`src/hw/rtl/drp_pkg.sv`:
```
`default_nettype none

package drp_pkg;

    // Option area size, counted from the magic cookie at its start
    localparam int AREA_BYTES_DEF = 312;

    // Byte positions within the message
    localparam int          OPTIONS_START  = 236;
    localparam logic [9:0]  POS_WALK_START = 10'd240;
    localparam logic [9:0]  POS_MAX        = 10'd1023;
    // A last byte at this position or later gives a length of at least 548
    localparam logic [9:0]  POS_LAST_MIN   = 10'd547;
    localparam logic [7:0]  POS_XID_WORD   = 8'd1;   // positions 4 to 7
    localparam logic [7:0]  POS_YIADDR_WORD = 8'd4;  // positions 16 to 19

    localparam logic [31:0] XID_RESET = 32'h1234_5678;

    // Option codes
    localparam logic [7:0] OPT_PAD       = 8'd0;
    localparam logic [7:0] OPT_SUBNET    = 8'd1;
    localparam logic [7:0] OPT_ROUTER    = 8'd3;
    localparam logic [7:0] OPT_DNS       = 8'd6;
    localparam logic [7:0] OPT_MSG_TYPE  = 8'd53;
    localparam logic [7:0] OPT_SERVER_ID = 8'd54;
    localparam logic [7:0] OPT_END       = 8'hFF;

    // Message types
    localparam logic [7:0] TYPE_OFFER = 8'd2;
    localparam logic [7:0] TYPE_ACK   = 8'd5;

    typedef enum logic [1:0] {
        ACT_NONE      = 2'd0,
        ACT_REQUEST   = 2'd1,
        ACT_CONFIGURE = 2'd2
    } t_action;

    typedef enum logic [1:0] {
        PH_CODE  = 2'd0,
        PH_LEN   = 2'd1,
        PH_VALUE = 2'd2
    } t_phase;

    // Control from the byte stage to the option walker
    typedef struct packed {
        logic step;    // a byte leaves the input register
        logic walk;    // the byte lies in the option area
        logic clear;   // the byte ends the message
    } t_walk_ctl;

    // Captured option values, including the current byte
    typedef struct packed {
        logic [7:0]  dhcp_type;
        logic [31:0] subnet;
        logic [31:0] router;
        logic [31:0] dns;
        logic [31:0] server;
    } t_opt_vals;

endpackage

`default_nettype wire

```
`src/hw/rtl/drp_if.sv`:
```
`default_nettype none

// Byte request channel
interface drp_in_if;
    logic       valid;
    logic       ready;
    logic [7:0] data_byte;
    logic       last_byte;

    modport source (output valid, output data_byte, output last_byte, input ready);
    modport sink   (input valid, input data_byte, input last_byte, output ready);
endinterface

// Parse result channel
interface drp_out_if;
    logic        valid;
    logic        ready;
    logic        accepted;
    logic [1:0]  action;
    logic [7:0]  message_type;
    logic [31:0] offered_ip;
    logic [31:0] subnet_mask;
    logic [31:0] router_ip;
    logic [31:0] dns_ip;
    logic [31:0] server_ip;

    modport source (
        output valid, output accepted, output action, output message_type,
        output offered_ip, output subnet_mask, output router_ip, output dns_ip,
        output server_ip, input ready
    );
    modport sink (
        input valid, input accepted, input action, input message_type,
        input offered_ip, input subnet_mask, input router_ip, input dns_ip,
        input server_ip, output ready
    );
endinterface

`default_nettype wire

```
`src/hw/rtl/drp_option_walker.sv`:
```
`default_nettype none

module drp_option_walker (
    input  wire logic                i_clk,
    input  wire logic                i_rst_n,
    input  wire drp_pkg::t_walk_ctl  i_ctl,
    input  wire logic [7:0]          i_byte,
    input  wire logic [31:0]         i_reload,
    output drp_pkg::t_opt_vals       o_next
);

    drp_pkg::t_phase r_phase, n_phase;
    logic [7:0]  r_code, n_code;
    logic [7:0]  r_left, n_left;
    logic [7:0]  r_vidx, n_vidx;
    logic        r_end, n_end;
    logic [7:0]  r_type, n_type;
    logic [31:0] r_subnet, n_subnet;
    logic [31:0] r_router, n_router;
    logic [31:0] r_dns, n_dns;
    logic [31:0] r_server, n_server;
    logic        walk_go;

    // Replace one byte of a word, index 0 in bits 31..24
    function automatic logic [31:0] put_byte(input logic [31:0] w, input logic [1:0] idx,
                                             input logic [7:0] b);
        logic [31:0] r;
        r = w;
        case (idx)
            2'd0:    r[31:24] = b;
            2'd1:    r[23:16] = b;
            2'd2:    r[15:8]  = b;
            default: r[7:0]   = b;
        endcase
        return r;
    endfunction

    assign walk_go = i_ctl.walk && !r_end;

    // Next state of the TLV walk
    always_comb begin
        n_phase = r_phase;
        n_code  = r_code;
        n_left  = r_left;
        n_vidx  = r_vidx;
        n_end   = r_end;
        if (walk_go) begin
            case (r_phase)
                drp_pkg::PH_LEN: begin
                    n_left  = i_byte;
                    n_vidx  = 8'd0;
                    n_phase = (i_byte != 8'd0) ? drp_pkg::PH_VALUE : drp_pkg::PH_CODE;
                end
                drp_pkg::PH_VALUE: begin
                    if (r_vidx != 8'hFF) n_vidx = r_vidx + 8'd1;
                    if (r_left != 8'd0) n_left = r_left - 8'd1;
                    if (n_left == 8'd0) n_phase = drp_pkg::PH_CODE;
                end
                default: begin
                    n_phase = drp_pkg::PH_CODE;
                    if (i_byte == drp_pkg::OPT_END) begin
                        n_end = 1'b1;
                    end else if (i_byte != drp_pkg::OPT_PAD) begin
                        n_code  = i_byte;
                        n_phase = drp_pkg::PH_LEN;
                    end
                end
            endcase
        end
    end

    // Capture value bytes of the options of interest
    always_comb begin
        n_type   = r_type;
        n_subnet = r_subnet;
        n_router = r_router;
        n_dns    = r_dns;
        n_server = r_server;
        if (walk_go && r_phase == drp_pkg::PH_VALUE) begin
            if (r_code == drp_pkg::OPT_MSG_TYPE) begin
                if (r_vidx == 8'd0) n_type = i_byte;
            end else if (r_vidx < 8'd4) begin
                case (r_code)
                    drp_pkg::OPT_SUBNET:    n_subnet = put_byte(r_subnet, r_vidx[1:0], i_byte);
                    drp_pkg::OPT_ROUTER:    n_router = put_byte(r_router, r_vidx[1:0], i_byte);
                    drp_pkg::OPT_DNS:       n_dns    = put_byte(r_dns, r_vidx[1:0], i_byte);
                    drp_pkg::OPT_SERVER_ID: n_server = put_byte(r_server, r_vidx[1:0], i_byte);
                    default: ;
                endcase
            end
        end
    end

    assign o_next.dhcp_type = n_type;
    assign o_next.subnet    = n_subnet;
    assign o_next.router    = n_router;
    assign o_next.dns       = n_dns;
    assign o_next.server    = n_server;

    // Advance per byte; return to a fresh message after the last byte
    always_ff @(posedge i_clk) begin
        if (!i_rst_n) begin
            r_phase  <= drp_pkg::PH_CODE;
            r_code   <= 8'd0;
            r_left   <= 8'd0;
            r_vidx   <= 8'd0;
            r_end    <= 1'b0;
            r_type   <= 8'd0;
            r_subnet <= 32'd0;
            r_router <= 32'd0;
            r_dns    <= 32'd0;
            r_server <= 32'd0;
        end else if (i_ctl.step) begin
            if (i_ctl.clear) begin
                r_phase  <= drp_pkg::PH_CODE;
                r_code   <= 8'd0;
                r_left   <= 8'd0;
                r_vidx   <= 8'd0;
                r_end    <= 1'b0;
                r_type   <= 8'd0;
                r_subnet <= 32'd0;
                r_router <= 32'd0;
                r_dns    <= 32'd0;
                r_server <= i_reload;
            end else begin
                r_phase  <= n_phase;
                r_code   <= n_code;
                r_left   <= n_left;
                r_vidx   <= n_vidx;
                r_end    <= n_end;
                r_type   <= n_type;
                r_subnet <= n_subnet;
                r_router <= n_router;
                r_dns    <= n_dns;
                r_server <= n_server;
            end
        end
    end

endmodule

`default_nettype wire

```
`src/hw/rtl/dhcp_reply_parser.sv`:
```
// Channel   Dir   Handshake      Payload
// i_req     in    valid/ready    data_byte[7:0], last_byte
// o_res     out   valid/ready    accepted, action[1:0], message_type[7:0],
//                                offered_ip, subnet_mask, router_ip, dns_ip, server_ip
// i_cfg     in    write enable   i_cfg_wdata[31:0] (expected transaction id)
//
// One byte per cycle while the input is not stalled. An accepted byte waits in the
// input register; when it retires, the id check, address capture and option walk
// are applied and, for a last byte, the result register is loaded. Synchronous
// active-low reset clears the valid flags and message state and loads the default
// expected id; the input byte and result fields are not reset; no clearing pass.
// A waiting result stalls the input only when the next byte to retire is a
// last byte; other bytes keep flowing.
`default_nettype none

module dhcp_reply_parser #(
    parameter int OPTION_AREA_BYTES = drp_pkg::AREA_BYTES_DEF
) (
    input  wire logic        i_clk,
    input  wire logic        i_rst_n,
    input  wire logic        i_cfg_we,
    input  wire logic [31:0] i_cfg_wdata,
    drp_in_if.sink           i_req,
    drp_out_if.source        o_res
);

    localparam int          AREA_END   = drp_pkg::OPTIONS_START + OPTION_AREA_BYTES;
    localparam logic [10:0] AREA_END_W = 11'(AREA_END);

    logic [31:0]         r_exp_xid;
    logic                r_in_valid;
    logic [7:0]          r_in_byte;
    logic                r_in_last;
    logic [9:0]          r_pos, n_pos;
    logic                r_id_ok, n_id_ok;
    logic [31:0]         r_yiaddr, n_yiaddr;
    logic [31:0]         r_kept, n_kept;
    logic                r_out_valid;
    logic                r_out_acc;
    drp_pkg::t_action    r_out_act, n_act;
    logic [7:0]          r_out_type;
    logic [31:0]         r_out_yiaddr;
    logic [31:0]         r_out_subnet;
    logic [31:0]         r_out_router;
    logic [31:0]         r_out_dns;
    logic [31:0]         r_out_server;
    logic                adv;
    logic                msg_ok;
    logic [7:0]          xid_byte;
    logic                in_area;
    drp_pkg::t_walk_ctl  walk_ctl;
    drp_pkg::t_opt_vals  opt_next;

    // Retire the held byte unless it is a last byte facing a full result register that is not taken
    assign adv = r_in_valid && (!r_in_last || !r_out_valid || o_res.ready);
    assign i_req.ready = !r_in_valid || adv;

    // Hold the expected id
    always_ff @(posedge i_clk) begin
        if (!i_rst_n) begin
            r_exp_xid <= drp_pkg::XID_RESET;
        end else if (i_cfg_we) begin
            r_exp_xid <= i_cfg_wdata;
        end
    end

    // Input register
    always_ff @(posedge i_clk) begin
        if (!i_rst_n) begin
            r_in_valid <= 1'b0;
        end else if (i_req.ready) begin
            r_in_valid <= i_req.valid;
        end
    end

    always_ff @(posedge i_clk) begin
        if (i_req.valid && i_req.ready) begin
            r_in_byte <= i_req.data_byte;
            r_in_last <= i_req.last_byte;
        end
    end

    // Id check, little-endian over positions 4 to 7
    assign xid_byte = 8'(r_exp_xid >> {r_pos[1:0], 3'b000});

    always_comb begin
        n_id_ok  = r_id_ok;
        n_yiaddr = r_yiaddr;
        if (r_pos[9:2] == drp_pkg::POS_XID_WORD && r_in_byte != xid_byte) begin
            n_id_ok = 1'b0;
        end
        if (r_pos[9:2] == drp_pkg::POS_YIADDR_WORD) begin
            n_yiaddr = {r_yiaddr[23:0], r_in_byte};
        end
        n_pos = (r_pos != drp_pkg::POS_MAX) ? r_pos + 10'd1 : r_pos;
    end

    // Walk options only inside the option area and below the position ceiling
    assign in_area = (r_pos >= drp_pkg::POS_WALK_START) && ({1'b0, r_pos} < AREA_END_W)
                  && (r_pos != drp_pkg::POS_MAX);

    assign walk_ctl.step  = adv;
    assign walk_ctl.walk  = in_area;
    assign walk_ctl.clear = r_in_last;

    drp_option_walker u_walker (
        .i_clk    (i_clk),
        .i_rst_n  (i_rst_n),
        .i_ctl    (walk_ctl),
        .i_byte   (r_in_byte),
        .i_reload (n_kept),
        .o_next   (opt_next)
    );

    // Decide acceptance and action at the last byte
    assign msg_ok = (r_pos >= drp_pkg::POS_LAST_MIN) && n_id_ok;
    assign n_kept = msg_ok ? opt_next.server : r_kept;

    always_comb begin
        n_act = drp_pkg::ACT_NONE;
        if (msg_ok) begin
            if (opt_next.dhcp_type == drp_pkg::TYPE_OFFER) begin
                n_act = drp_pkg::ACT_REQUEST;
            end else if (opt_next.dhcp_type == drp_pkg::TYPE_ACK) begin
                n_act = drp_pkg::ACT_CONFIGURE;
            end
        end
    end

    // Message state: advance per byte, clear after the last byte
    always_ff @(posedge i_clk) begin
        if (!i_rst_n) begin
            r_pos    <= 10'd0;
            r_id_ok  <= 1'b1;
            r_yiaddr <= 32'd0;
            r_kept   <= 32'd0;
        end else if (adv) begin
            if (r_in_last) begin
                r_pos    <= 10'd0;
                r_id_ok  <= 1'b1;
                r_yiaddr <= 32'd0;
                r_kept   <= n_kept;
            end else begin
                r_pos    <= n_pos;
                r_id_ok  <= n_id_ok;
                r_yiaddr <= n_yiaddr;
            end
        end
    end

    // Result register
    always_ff @(posedge i_clk) begin
        if (!i_rst_n) begin
            r_out_valid <= 1'b0;
        end else if (adv && r_in_last) begin
            r_out_valid <= 1'b1;
        end else if (o_res.ready) begin
            r_out_valid <= 1'b0;
        end
    end

    always_ff @(posedge i_clk) begin
        if (adv && r_in_last) begin
            r_out_acc    <= msg_ok;
            r_out_act    <= n_act;
            r_out_type   <= msg_ok ? opt_next.dhcp_type : 8'd0;
            r_out_yiaddr <= msg_ok ? n_yiaddr : 32'd0;
            r_out_subnet <= msg_ok ? opt_next.subnet : 32'd0;
            r_out_router <= msg_ok ? opt_next.router : 32'd0;
            r_out_dns    <= msg_ok ? opt_next.dns : 32'd0;
            r_out_server <= n_kept;
        end
    end

    assign o_res.valid        = r_out_valid;
    assign o_res.accepted     = r_out_acc;
    assign o_res.action       = r_out_act;
    assign o_res.message_type = r_out_type;
    assign o_res.offered_ip   = r_out_yiaddr;
    assign o_res.subnet_mask  = r_out_subnet;
    assign o_res.router_ip    = r_out_router;
    assign o_res.dns_ip       = r_out_dns;
    assign o_res.server_ip    = r_out_server;

`ifndef NO_ASSERTIONS
    a_action_needs_accept: assert property (@(posedge i_clk) disable iff (!i_rst_n)
        o_res.valid && (o_res.action != drp_pkg::ACT_NONE) |-> o_res.accepted)
        else $error("action given for a rejected message");

    a_reject_zero: assert property (@(posedge i_clk) disable iff (!i_rst_n)
        o_res.valid && !o_res.accepted |->
            o_res.message_type == 8'd0 && o_res.offered_ip == 32'd0 &&
            o_res.subnet_mask == 32'd0 && o_res.router_ip == 32'd0 &&
            o_res.dns_ip == 32'd0)
        else $error("rejected result carries captured fields");

    a_reject_keeps_server: assert property (@(posedge i_clk) disable iff (!i_rst_n)
        o_res.valid && !o_res.accepted |-> o_res.server_ip == r_kept)
        else $error("server id changed by a rejected message");

    a_pos_clears: assert property (@(posedge i_clk) disable iff (!i_rst_n)
        adv && r_in_last |=> r_pos == 10'd0 && r_id_ok)
        else $error("message state not cleared after last byte");

    a_pos_advances: assert property (@(posedge i_clk) disable iff (!i_rst_n)
        adv && !r_in_last |=> r_pos >= $past(r_pos))
        else $error("byte position went backward within a message");
`endif

endmodule

`default_nettype wire

```
`src/flat_wrapper.sv`:
```
// flat-port wrapper written by rule: the top's interface ports become plain ports
module dhcp_reply_parser_flat 
#(
    parameter int OPTION_AREA_BYTES = drp_pkg::AREA_BYTES_DEF
)
  (i_clk, i_rst_n, i_cfg_we, i_cfg_wdata, i_req_valid, i_req_data_byte, i_req_last_byte, i_req_ready, o_res_valid, o_res_accepted, o_res_action, o_res_message_type, o_res_offered_ip, o_res_subnet_mask, o_res_router_ip, o_res_dns_ip, o_res_server_ip, o_res_ready);
  drp_in_if i_req_i ();
  drp_out_if o_res_i ();
  input  wire logic i_clk;
  input  wire logic i_rst_n;
  input  wire logic i_cfg_we;
  input  wire logic [31:0] i_cfg_wdata;
  input wire logic [$bits(i_req_i.valid)-1:0] i_req_valid;
  input wire logic [$bits(i_req_i.data_byte)-1:0] i_req_data_byte;
  input wire logic [$bits(i_req_i.last_byte)-1:0] i_req_last_byte;
  output wire logic [$bits(i_req_i.ready)-1:0] i_req_ready;
  output wire logic [$bits(o_res_i.valid)-1:0] o_res_valid;
  output wire logic [$bits(o_res_i.accepted)-1:0] o_res_accepted;
  output wire logic [$bits(o_res_i.action)-1:0] o_res_action;
  output wire logic [$bits(o_res_i.message_type)-1:0] o_res_message_type;
  output wire logic [$bits(o_res_i.offered_ip)-1:0] o_res_offered_ip;
  output wire logic [$bits(o_res_i.subnet_mask)-1:0] o_res_subnet_mask;
  output wire logic [$bits(o_res_i.router_ip)-1:0] o_res_router_ip;
  output wire logic [$bits(o_res_i.dns_ip)-1:0] o_res_dns_ip;
  output wire logic [$bits(o_res_i.server_ip)-1:0] o_res_server_ip;
  input wire logic [$bits(o_res_i.ready)-1:0] o_res_ready;
  assign i_req_i.valid = i_req_valid;
  assign i_req_i.data_byte = i_req_data_byte;
  assign i_req_i.last_byte = i_req_last_byte;
  assign i_req_ready = i_req_i.ready;
  assign o_res_valid = o_res_i.valid;
  assign o_res_accepted = o_res_i.accepted;
  assign o_res_action = o_res_i.action;
  assign o_res_message_type = o_res_i.message_type;
  assign o_res_offered_ip = o_res_i.offered_ip;
  assign o_res_subnet_mask = o_res_i.subnet_mask;
  assign o_res_router_ip = o_res_i.router_ip;
  assign o_res_dns_ip = o_res_i.dns_ip;
  assign o_res_server_ip = o_res_i.server_ip;
  assign o_res_i.ready = o_res_ready;
  dhcp_reply_parser #(.OPTION_AREA_BYTES(OPTION_AREA_BYTES)) u_core (.i_clk(i_clk), .i_rst_n(i_rst_n), .i_cfg_we(i_cfg_we), .i_cfg_wdata(i_cfg_wdata), .i_req(i_req_i), .o_res(o_res_i));
endmodule
```
`config.mk`:
```
export PLATFORM = sky130hd
export DESIGN_NAME = dhcp_reply_parser_flat
export DESIGN_NICKNAME = d
export VERILOG_FILES = /design/src/hw/rtl/drp_pkg.sv /design/src/hw/rtl/drp_if.sv /design/src/hw/rtl/drp_option_walker.sv /design/src/hw/rtl/dhcp_reply_parser.sv /design/src/flat_wrapper.sv
export SDC_FILE = /design/constraint.sdc
export NUM_CORES = 1
export LEC_CHECK = 0
export BUFFER_PORTS_ARGS = -buffer_cell sky130_fd_sc_hd__buf_4
export CAP_MARGIN = 20
export CORE_MARGIN = 3
export CORE_UTILIZATION = 36
export DETAILED_ROUTE_END_ITERATION = 6
export GPL_TIMING_DRIVEN = 1
export RECOVER_POWER = 50
export SYNTH_ARGS = -nofsm -noshare
export SYNTH_HDL_FRONTEND = slang
export SYNTH_HIERARCHICAL = 1
export SYNTH_SLANG_ARGS = --single-unit
```
`constraint.sdc`:
```
create_clock -name i_clk -period 11 [get_ports i_clk]
set_clock_uncertainty 0.2 [all_clocks]
set_input_delay 2.2 -clock i_clk [delete_from_list [all_inputs] [get_ports i_clk]]
set_output_delay 2.2 -clock i_clk [all_outputs]
set_load 0.05 [all_outputs]
```
---- Word-level counts from Yosys, hierarchy flattened ----
Index checks and enable logic that the tools add are counted.
storage, ports and cells
  register bits after elaboration ......... 452
  input bits .............................. 46
  output and inout bits ................... 173
  logic and storage cells ................. 172
cells by class
  $add $sub $neg .......................... 3
  order comparisons ....................... 4
  eq/ne operators ......................... 21
  shift operators ......................... 1
  multiplexer cells ....................... 77
  bitwise logic cells ..................... 1
  reductions and logical operators ........ 37
operator list
  kind                                                         count
  two-way mux 32 bit                                           23
  two-way mux 8 bit                                            33
  one-hot mux 8 bit (2 select lines)                           2
  >> shifter 32 x 5 -> 8 bit                                   1
  equality test 8 x 3 -> 1 bit (second input constant)         3
  two-way mux 10 bit                                           2
  equality test 8 x 1 -> 1 bit (second input constant)         2
  equality test 8 x 2 -> 1 bit (second input constant)         2
  equality test 8 x 6 -> 1 bit (second input constant)         2
  zero test 8 bit                                              2
  nonzero test 8 bit                                           2
  two-way mux 1 bit                                            11
  adder 10 x 1 -> 10 bit (second input constant)               1
  >= comparator 10 bit (second input constant)                 1
  >= comparator 10 x 8 -> 1 bit (second input constant)        1
  less-than comparator 10 bit (second input constant)          1
  two-way mux 2 bit                                            5
  != test 10 bit (second input constant)                       1
  nonzero test 2 bit                                           5
  logical AND 1 bit                                            9
  adder 8 x 1 -> 8 bit (second input constant)                 1
  equality test 8 bit (second input constant)                  1
  less-than comparator 8 x 3 -> 1 bit (second input constant)  1
  != test 8 bit                                                1
  other kinds (18)                                             31

---- Depth between registers and ports, before layout ----
Gate-level depths: netlist (run 1).
  depth in word-level cells ............... 10
  gate-level depth with buffers ........... 16
  mapped depth without buffers ............ 14

---- Modules after synthesis ----
The synthesis (run 1) kept the hierarchy.
modules (own cells, without submodules)
  module             instances  cells an instance  area each (µm²)  seq. area each (µm²)
  dhcp_reply_parser  1          907                11304.6          7587.3
  drp_option_walker  1          1070               9071.2           3263.1

---- Worst setup path before layout (run 1) ----
No wires, ideal clock.
  path type ............................... input to register
  from .................................... input o_res_ready
  to ...................................... register u_core.r_kept[0]
  setup time .............................. 0.117 ns
  arrival ................................. 10.820 ns
  data required time ...................... 10.683 ns
  path slack .............................. -0.137 ns
  cell stages on the path ................. 6
  path buffers ............................ 2
  cells stage by stage .................... nor2b_1 clkbuf_1 nor2_1 a21boi_2 buf_4 a22o_1
between the ends
  word-level cells in the longest chain between the ends .. 3
RTL lines
  element                        RTL line                  text
  start: declaration             flat_wrapper.sv:26        input wire logic [$bits(o_res_i.ready)-1:0] o_res_ready;
  logical OR 1 bit               dhcp_reply_parser.sv:55   assign adv = r_in_valid && (!r_in_last || !r_out_valid || o_res.ready);
  logical AND 1 bit              dhcp_reply_parser.sv:55
  AND reduction 2 bit (no line)  n/a
  end signal: assignment         dhcp_reply_parser.sv:142  r_kept <= n_kept;
  end: declaration               dhcp_reply_parser.sv:37   logic [31:0] r_kept, n_kept;
Every way passes these cells.
A chain may end at the register's enable or synchronous reset.

---- Worst setup path after layout (run 1) ----
  from .................................... register u_core.r_pos[0]
  to ...................................... register u_core.r_kept[22]
between the ends
  word-level cells in the longest chain between the ends .. 7
  elaborated cells on any way between the ends .. 15
  those cells by class .................... order compare (3); eq/ne (2); shift (1); mux (3); reduce/logical (6)
RTL lines
  element                                                             RTL line                  text
  start: declaration                                                  dhcp_reply_parser.sv:34   logic [9:0] r_pos, n_pos;
  start signal: assignment                                            dhcp_reply_parser.sv:144  r_pos <= n_pos;
  branches (longest 6 deep; another with >> shifter 32 x 5 -> 8 bit)  n/a
  two-way mux 32 bit (*)                                              dhcp_reply_parser.sv:117  assign n_kept = msg_ok ? opt_next.server : r_kept;
Mark *: on every way between the ends.

==> flow_metrics.py, run 1 <==
metrics = {
    "status": {
        "status": "finished, violations left",
        "violations": "capacitance limit, slew limit",
    },
    "logic_synthesis": {
        "synth.top_cells.by_area": "dfxtp_1 27%, edfxtp_1 27%, nand2_1 6.2%, mux2_2 5.4%, and2_1 3.3%",
        "syn_nets": 2034,
        "ys_async_sr_fraction_pct": 0,
        "synth_top_area_share_pct": 26.7,
        "syn-cell-area_um2": 20400,
        "synth_seq_cells": 452,
        "synth_edf_count": 180,
        "synth_top_area_cell": "dfxtp_1",
        "synth_cell_type_count": 75,
        "synth.yosys.seq_area_share_pct": 53.3,
        "synthCells": 1977,
        "synthFlopType": "dfxtp_1",
        "synth_warnings": 6,
        "syn_area_per_cell_um2": 10.3,
    },
    "global_route": {
        "grt_pass1_wl_um": 88800,
        "grt.overflow.total": 0,
        "grt_pass1_vias": 15300,
        "grt.total_usage_pct": 18.8,
        "grt_max_degree": 116,
        "antenna_found_initial": 0,
    },
    "power": {
        "vdd_drop_max_v": 0.000107,
        "finalPower_w": 0.00360,
        "power_density_nw_per_um2": 154,
        "p_leak_nw": 7.84,
    },
    "die": {
        "rows": 86,
        "dieArea_um2": 59500,
        "dieWidth_um": 244,
        "start_util_pct": 36.7,
        "core_area_um2": 55500,
        "die_h_um": 244,
        "io_pins": 219,
    },
    "sta": {
        "period_minus_slack_ns": 7.13,
        "rsz0062_at_grt": "no",
        "setup_viol": 0,
        "period_share_pct": 64.8,
        "drv_slew": 318,
        "max_slew_margin_pct": -175,
        "max_freq_mhz": 140,
        "finalSetupTns_ns": 0,
        "finalHoldViolCount": 0,
        "tightest_slew_ns": 4.13,
    },
    "critical_path": {
        "worstPathMaxFanout": 115,
        "arrival_ns": 7.39,
        "r2r-start": "u_core/r_pos[0]",
        "cpMaxStageDelayCell": "clkbuf_1",
        "crit_start": "u_core/r_pos[0]",
        "crit_type": "reg2reg",
        "worstPathCellList": "ha_1 -> o21ai_0 -> a21o_2 -> clkinvlp_2 -> clkbuf_1 -> a21boi_4 -> a22o_1",
        "critPathTopFamily": "buffers and inverters",
        "crit_buf_inv": 2,
        "start_kind": "flip-flop",
        "max_stage_delay_ns": 2.92,
        "crit_required_ns": 11.26,
        "end_kind": "flip-flop",
    },
    "clock_network": {
        "numCtsBuffers": 48,
        "cts_root_buf": "clkbuf_16",
        "path_clk_slew_ns": 0.06,
        "cts_tree": "built",
        "clockBufferDepth": 3,
        "h-tree-depth": 2,
        "cts_num_sinks": 452,
        "post_cts_resized": 0,
        "cts_hold_buf": 0,
        "postCtsSetupBuffers": 0,
        "clock_latency_ns": 0.57,
    },
    "cells_and_area": {
        "layout.cells.non_filler": 2921,
        "fin_nets": 2192,
        "fillers": 5424,
        "final_layout_size_suffix_gt1_share_pct": 13.2,
        "layout_commonest_cell": "nand2_1",
        "layout_common_cells": "337 x nand2_1, 272 x dfxtp_1, 190 x clkbuf_1, 180 x edfxtp_1, 97 x mux2_2",
        "diodes": 0,
        "seqCellArea_um2": 10900,
        "syn2layout_area_growth_pct": 15.2,
        "multi_input_area_um2": 8800,
    },
    "place": {
        "dp.cells": 2832,
        "io_buffers": 218,
        "place_congestion": 0.854,
        "dp_hpwl_um": 35700,
    },
    "worst_hold_path": {
        "min_from": "u_core/u_walker/r_subnet[21]",
        "holdCritPathClass": "reg2reg",
    },
    "routing": {
        "drc": 0,
        "wl_um": 58300,
        "drtAntennaViolNets": 0,
        "drt-initial-drc-count": 1359,
        "vias": 15700,
        "drtPass1Iterations": 5,
        "viasPerCell": 5.39,
        "routedWlPerCell_um": 20.0,
    },
    "flow_run": {
        "drv_cap": 5,
    },
}
-- worst paths after layout --
path                             endpoint  slack [ns]  depth (start not counted)
min          u_core/u_walker/r_subnet[21]        0.27                          2
max                     u_core/r_kept[22]        3.87                          7
min reg2reg  u_core/u_walker/r_subnet[21]        0.27                          2
max reg2reg             u_core/r_kept[22]        3.87                          7
-- cell usage after synthesis, types with 34 or more instances --
master    count
a32o_1       66
a22oi_1      41
nor2_1       88
dfxtp_1     272
nor2b_1      60
o21ai_0      82
a21oi_1      54
and2_1      108
clkbuf_1    104
mux2i_1      34
inv_1        47
nor3_1       51
nand2_1     337
mux2_2       97
edfxtp_1    180
-- where the power goes --
part           leakage (nW)  internal (W)  switching [W]
registers              3.63       0.00177      0.0000158
clock network         0.722      0.000889       0.000669
logic                  3.49     0.0000515       0.000205
-- flip-flops by register name, indices dropped and copies added (netlist names), 2 cells and up --
signal / cells
u_core/o_res.message_type: 8
u_core/u_walker/r_type: 8
u_core/o_res.dns_ip: 32
u_core/r_kept: 32
u_core/r_exp_xid: 32
u_core/o_res.server_ip: 32
u_core/u_walker/r_phase: 2
u_core/u_walker/r_code: 8
u_core/u_walker/r_subnet: 32
u_core/r_yiaddr: 32
u_core/r_in_byte: 8
u_core/o_res.router_ip: 32
u_core/o_res.offered_ip: 32
u_core/u_walker/r_server: 32
u_core/u_walker/r_dns: 32
u_core/o_res.action: 2
u_core/o_res.subnet_mask: 32
u_core/u_walker/r_router: 32
u_core/r_pos: 10
u_core/u_walker/r_left: 8
u_core/u_walker/r_vidx: 8
-- stage by stage --
| stage | hold slack [ns] | setup WS, ns | instance area, um^2 | utilization [%] |
|---|---|---|---|---|
| floorplan | 0.236 | 2.90 | 20400 | - |
| global placement | 0.249 | 5.31 | 22600 | 40.7 |
| detailed placement | 0.258 | 5.28 | 22600 | 40.7 |
| CTS | 0.271 | 5.27 | 24100 | 43.4 |
| global route | 0.280 | 3.07 | 23500 | 42.3 |
| finish | 0.271 | 3.87 | 23500 | 42.3 |
-- per-layer routing --
layer  up-vias  part of all wire (%)  track usage (%)
met2       515                    47             30.6
met3       111                   5.9             3.52
li1       7452                     -                -
met5         -                     0                0
met1      7664                    45             25.2
met4         0                   2.8             6.06
-- cell type report --
| cell class | instances | share of cell area, % |
|---|---|---|
| multi-input cells | 1337 | 37.5 |
| flip-flops and latches | 452 | 46.2 |
| well taps | 748 | 3.99 |
| clock inverters | 21 | 0.667 |
| repair buffers | 247 | 5.16 |
| inverters | 49 | 0.789 |
| clock buffers | 67 | 5.66 |
-- kinds of logic (layout without fill, tap and decap cells) --
| group | after synthesis | count (layout) | synth area share, % |
|---|---|---|---|
| xor gates and xnor gates | 16 | 16 | 0.688 |
| and+or+nand+nor | 761 | 761 | 18.8 |
| DFF | 452 | 452 | 53.3 |
| AOI/OAI and AO/OA | 410 | 410 | 14.8 |
| adders and majority gates | 11 | 11 | 0.675 |
| muxes | 139 | 139 | 7.92 |
| buffers and inverters | 188 | 384 | 3.84 |
-- worst register-to-register path, stage by stage (launching register included) --
cell and delay, ns:
dfxtp_1 0.77, ha_1 0.33, o21ai_0 0.14, a21o_2 0.26, clkinvlp_2 0.75, clkbuf_1 2.93, a21boi_4 1.07, a22o_1 0.57
Power figures use the tool's default switching activity.
==> inputs of run 2 (changes only) <==
==> constraint.sdc (replaced) <==
create_clock -name i_clk -period 7 [get_ports i_clk]
set_clock_uncertainty 0.2 [all_clocks]
set_input_delay 1.4 -clock i_clk [delete_from_list [all_inputs] [get_ports i_clk]]
set_output_delay 1.4 -clock i_clk [all_outputs]
set_load 0.05 [all_outputs]
==> run 2 against run 1 <==
  * The run still ends with capacitance limit, slew limit left
  * Setup slack worse by 2.1 ns
  * Clock power up 66%
  * First-iteration DRC count up 12%
  * Sequential power up 57%
  * Combinational power up 54%
  * Sequential share of layout area down 0.20 points
  * Via count up 0.70%
  * Critical path depth up 1
  * Critical path type is now in2reg
  * Critical endpoint is now u_core/u_walker/r_server[8]
==> flow_metrics.py, run 2 (synthesis results as in run 1) <==
metrics = {
    "clock_network": {
        "clock_latency_ns": 0.58,
        "cts_tree": "built",
        "numCtsBuffers": 51,
        "path_clk_slew_ns": 0.06,
        "postCtsSetupBuffers": 0,
        "cts_num_sinks": 452,
        "cts_hold_buf": 0,
        "h-tree-depth": 2,
        "cts_root_buf": "clkbuf_16",
        "clockBufferDepth": 3,
        "post_cts_resized": 0,
    },
    "cells_and_area": {
        "layout_commonest_cell": "nand2_1",
        "syn2layout_area_growth_pct": 15.7,
        "layout.cells.non_filler": 2930,
        "fillers": 5452,
        "layout_common_cells": "337 x nand2_1, 272 x dfxtp_1, 193 x clkbuf_1, 180 x edfxtp_1, 108 x and2_1",
        "seqCellArea_um2": 10900,
        "multi_input_area_um2": 8780,
        "final_layout_size_suffix_gt1_share_pct": 13.3,
        "diodes": 0,
        "fin_nets": 2197,
    },
    "sta": {
        "hold_slack_ns": 0.271,
        "setup_slack_ns": 1.78,
        "finalHoldViolCount": 0,
        "drv_slew": 312,
        "tightest_slew_ns": 3.29,
        "max_freq_mhz": 191,
        "rsz0062_at_grt": "no",
        "max_slew_margin_pct": -119,
        "setup_viol": 0,
        "period_minus_slack_ns": 5.22,
        "finalSetupTns_ns": 0,
        "period_share_pct": 74.6,
    },
    "critical_path": {
        "r2r-end": "u_core/u_walker/r_server[8]",
        "crit_start": "o_res_ready",
        "worstPathCellList": "clkbuf_4 -> nor2b_1 -> clkbuf_1 -> a21oi_1 -> clkbuf_1 -> nand3_1 -> nor2_1 -> o31a_1",
        "end_kind": "flip-flop",
        "crit_buf_inv": 3,
        "arrival_ns": 5.53,
        "max_stage_delay_ns": 2.07,
        "critPathTopFamily": "buffers and inverters",
        "worstPathMaxFanout": 69,
        "worst-path-stages": 8,
        "reg2reg_depth": 7,
        "cpMaxStageDelayCell": "clkbuf_1",
        "reg2reg_setup_slack_ns": 2.28,
        "cp_common_cell": "clkbuf_1",
        "crit_path_end": "u_core/u_walker/r_server[8]",
        "start_kind": "input pin",
        "crit_required_ns": 7.31,
        "r2r-start": "u_core/o_res.valid",
        "crit_type": "in2reg",
    },
    "flow_run": {
        "drv_cap": 6,
    },
    "global_route": {
        "grt.total_usage_pct": 18.7,
        "grt.overflow.total": 0,
        "grt_pass1_wl_um": 89000,
        "antenna_found_initial": 0,
        "grt_max_degree": 92,
        "grt_pass1_vias": 15300,
    },
    "power": {
        "p_leak_nw": 7.93,
        "vdd_drop_max_v": 0.000174,
        "power_switching_w": 0.00142,
        "p_int_w": 0.00438,
        "seq_power_share_pct": 48.5,
        "clkPwrFrac_pct": 44.7,
        "p_comb_share_pct": 6.8,
        "power_density_nw_per_um2": 246,
        "swShare_pct": 24.4,
    },
    "routing": {
        "vias": 15900,
        "drc": 0,
        "drtPass1Iterations": 6,
        "drt-initial-drc-count": 1518,
        "viasPerCell": 5.41,
        "wl_um": 58000,
        "routedWlPerCell_um": 19.8,
        "drtAntennaViolNets": 0,
    },
    "die": {
        "start_util_pct": 36.7,
        "dieWidth_um": 244,
        "dieArea_um2": 59500,
        "rows": 86,
        "core_area_um2": 55500,
        "die_h_um": 244,
        "io_pins": 219,
    },
    "place": {
        "place_congestion": 0.837,
        "dp.cells": 2834,
        "dp_hpwl_um": 36100,
        "io_buffers": 218,
        "dpl_worst_slack_ns": 3.08,
    },
    "status": {
        "status": "finished, violations left",
        "violations": "capacitance limit, slew limit",
    },
    "worst_hold_path": {
        "holdCritPathClass": "reg2reg",
    },
}
-- run 2: cell types whose count changed in the layout (fill, tap and decap cells not counted), moves of 2 or more --
cell,previous run,this run
clkinv_2,7,13
and2_1,91,108
buf_4,58,56
and2_0,21,4
clkbuf_1,190,193
clkbuf_16,50,53
-- run 2: final cells by class --
type,count,share of cell area (%)
multi-input cells,1337,37.3
well taps,748,3.97
flip-flops and latches,452,46.0
clock buffers,69,5.98
clock inverters,26,0.844
repair buffers,249,5.11
inverters,49,0.786
-- run 2: worst min path at each step --
| stage | start | endpoint | slack [ns] | cells after the start |
|---|---|---|---|---|
| after floorplan | u_core/r_exp_xid[18] | u_core/r_exp_xid[18] | 0.24 | 2 |
| after global placement | u_core/r_exp_xid[6] | u_core/r_exp_xid[6] | 0.25 | 2 |
| after detailed placement | u_core/r_exp_xid[9] | u_core/r_exp_xid[9] | 0.26 | 2 |
| after CTS | u_core/u_walker/r_subnet[21] | u_core/u_walker/r_subnet[21] | 0.27 | 2 |
| after global routing | u_core/r_kept[16] | u_core/r_kept[16] | 0.29 | 1 |
| final | u_core/u_walker/r_subnet[11] | u_core/u_walker/r_subnet[11] | 0.27 | 2 |
-- run 2: worst register-to-register path, delay by kind of cell, from the launching register on --
| family | cells | cell delay [ns] |
|---|---|---|
| buf+inv | 2 | 2.28 |
| simple gates | 3 | 1.39 |
| compound gates | 2 | 0.46 |
| flops | 1 | 0.32 |
-- run 2: routing by layer --
metal	wire length [um]	global-route usage [%]
met5	0	0
met4	1270	4.87
met3	3700	4.14
met2	27300	30.6
met1	25700	25.3
-- run 2: stage by stage --
step	utilization (%)	area [um^2]	power (W)
floorplan	-	20400	0.00314
global route	42.4	23600	0.00600
detailed placement	40.8	22600	0.00330
CTS	43.7	24300	0.00590
global placement	40.8	22600	0.00330
finish	42.4	23600	0.00580
-- run 2: power by group through the flow --
stage / registers (W) / logic, W / clock network, W
6_report: 0.00281 / 0.000397 / 0.00259
5_1_grt: 0.00282 / 0.000419 / 0.00277
2_1_floorplan: 0.00300 / 0.000141 / 0
3_3_place_gp: 0.00287 / 0.000428 / 0
3_5_place_dp: 0.00287 / 0.000430 / 0
4_1_cts: 0.00281 / 0.000431 / 0.00266
==> inputs of run 3 (changes only) <==
==> constraint.sdc (replaced) <==
create_clock -name i_clk -period 4.7 [get_ports i_clk]
set_clock_uncertainty 0.2 [all_clocks]
set_input_delay 0.94 -clock i_clk [delete_from_list [all_inputs] [get_ports i_clk]]
set_output_delay 0.94 -clock i_clk [all_outputs]
set_load 0.05 [all_outputs]
==> run 3 against run 2 <==
  * The run still ends with capacitance limit, slew limit left
  * First-iteration DRC count shrank 13%
  * Non-clock buffer count grew 9
  * Register-to-register slack lost 1.9 ns
  * Critical path type is now reg2reg
  * Largest power group unchanged
  * Highest routed layer unchanged
==> flow_metrics.py, run 3 (synthesis results as in run 1) <==
metrics = {
    "sta": {
        "tightest_slew_ns": 2.56,
        "setup_slack_ns": 0.399,
        "drv_slew": 318,
        "finalHoldViolCount": 0,
        "max_slew_margin_pct": -70.9,
        "period_share_pct": 91.5,
        "max_freq_mhz": 233,
        "rsz0062_at_grt": "no",
        "period_minus_slack_ns": 4.30,
        "setup_viol": 0,
    },
    "die": {
        "die_h_um": 244,
        "rows": 86,
        "start_util_pct": 36.7,
        "dieWidth_um": 244,
        "io_pins": 219,
        "core_area_um2": 55500,
        "dieArea_um2": 59500,
    },
    "clock_network": {
        "clock_latency_ns": 0.59,
        "cts_tree": "built",
        "postCtsSetupBuffers": 0,
        "h-tree-depth": 2,
        "cts_num_sinks": 452,
        "post_cts_resized": 0,
        "cts_hold_buf": 0,
        "path_clk_slew_ns": 0.06,
        "cts_root_buf": "clkbuf_16",
        "numCtsBuffers": 49,
        "clockBufferDepth": 3,
    },
    "global_route": {
        "grt.overflow.total": 0,
        "antenna_found_initial": 0,
        "grt_max_degree": 76,
        "grt_pass1_vias": 15400,
        "grt.total_usage_pct": 19.0,
        "grt_pass1_wl_um": 89700,
    },
    "cells_and_area": {
        "fillers": 5467,
        "seqCellArea_um2": 10900,
        "final_area_um2": 23700,
        "post-route-util_pct": 42.6,
        "final_layout_size_suffix_gt1_share_pct": 14.0,
        "syn2layout_area_growth_pct": 16.1,
        "fin_nets": 2204,
        "multi_input_area_um2": 8780,
        "layout.cells.non_filler": 2935,
        "layout_common_cells": "337 x nand2_1, 272 x dfxtp_1, 186 x clkbuf_1, 180 x edfxtp_1, 107 x and2_1",
        "diodes": 0,
        "layout_commonest_cell": "nand2_1",
    },
    "critical_path": {
        "worstPathMaxFanout": 37,
        "crit_type": "reg2reg",
        "worstPathCellList": "clkbuf_1 -> nand2b_1 -> or4_1 -> nand3_1 -> or4_2 -> a21oi_1",
        "max_stage_delay_ns": 1.51,
        "critPathTopFamily": "simple AND/OR/NAND/NOR gates",
        "reg2reg_setup_slack_ns": 0.40,
        "end_kind": "flip-flop",
        "arrival_ns": 4.61,
        "cpMaxStageDelayCell": "clkbuf_1",
        "start_kind": "flip-flop",
        "crit_buf_inv": 1,
        "crit_required_ns": 5.01,
    },
    "power": {
        "swShare_pct": 24.4,
        "power_density_nw_per_um2": 368,
        "seq_power_share_pct": 48.3,
        "power_switching_w": 0.00212,
        "p_comb_share_pct": 6.8,
        "finalPower_w": 0.00870,
        "p_int_w": 0.00658,
        "clkPwrFrac_pct": 45.0,
        "p_leak_nw": 7.97,
        "vdd_drop_max_v": 0.000227,
    },
    "status": {
        "status": "finished, violations left",
        "violations": "capacitance limit, slew limit",
    },
    "routing": {
        "wl_met3_um": 3950,
        "wl_um": 59000,
        "drtPass1Iterations": 6,
        "top_layer_used": "met4",
        "drt-initial-drc-count": 1328,
        "vias": 15900,
        "dr_wl_met2_um": 28000,
        "routedWlPerCell_um": 20.1,
        "drc": 0,
        "wl_met1_um": 25900,
        "drtAntennaViolNets": 0,
        "viasPerCell": 5.41,
    },
    "place": {
        "io_buffers": 218,
        "dp_hpwl_um": 37600,
        "dp.cells": 2844,
        "dpl_worst_slack_ns": 0.794,
        "dpl_cell_area_um2": 22700,
        "place_congestion": 0.813,
    },
    "worst_hold_path": {
        "holdCritPathClass": "reg2reg",
    },
    "flow_run": {
        "drv_cap": 6,
    },
}
-- run 3: cell type report --
cell class              instances  area share [%]
clock buffers                  59            5.51
clock inverters                32            1.39
inverters                      49           0.783
multi-input cells            1337            37.1
flip-flops and latches        452            45.9
well taps                     748            3.96
repair buffers                258            5.35
-- run 3: layer usage --
layer / vias to the layer above / track usage, %
met5: - / 0
met4: 0 / 4.96
met3: 87 / 3.92
met2: 562 / 31.2
met1: 7741 / 25.7
li1: 7495 / -
-- run 3: final timing paths --
check        cells after the start                         start                      endpoint
min reg2reg                      2  u_core/u_walker/r_subnet[21]  u_core/u_walker/r_subnet[21]
min                              2  u_core/u_walker/r_subnet[21]  u_core/u_walker/r_subnet[21]
max reg2reg                      6              u_core/r_in_last     u_core/u_walker/r_vidx[7]
max                              6              u_core/r_in_last     u_core/u_walker/r_vidx[7]
-- run 3: per-stage QoR --
stage	TNS [ns]	hold WS, ns
floorplan	-0.954	0.236
global placement	0	0.249
detailed placement	0	0.258
CTS	0	0.270
global route	0	0.284
finish	0	0.268
-- run 3: worst register-to-register path, delay by kind of cell, from the launching register on --
kind,cells,cell delay [ns]
compound gates,1,0.16
buf+inv,1,1.52
flops,1,0.60
simple gates,4,1.76
-- run 3: power groups by stage --
stage          clock network (W)  registers, W  logic, W
6_report                 0.00391       0.00420  0.000590
2_1_floorplan                  0       0.00447  0.000210
5_1_grt                  0.00418       0.00421  0.000621
3_5_place_dp                   0       0.00429  0.000643
4_1_cts                  0.00401       0.00420  0.000644
3_3_place_gp                   0       0.00428  0.000640
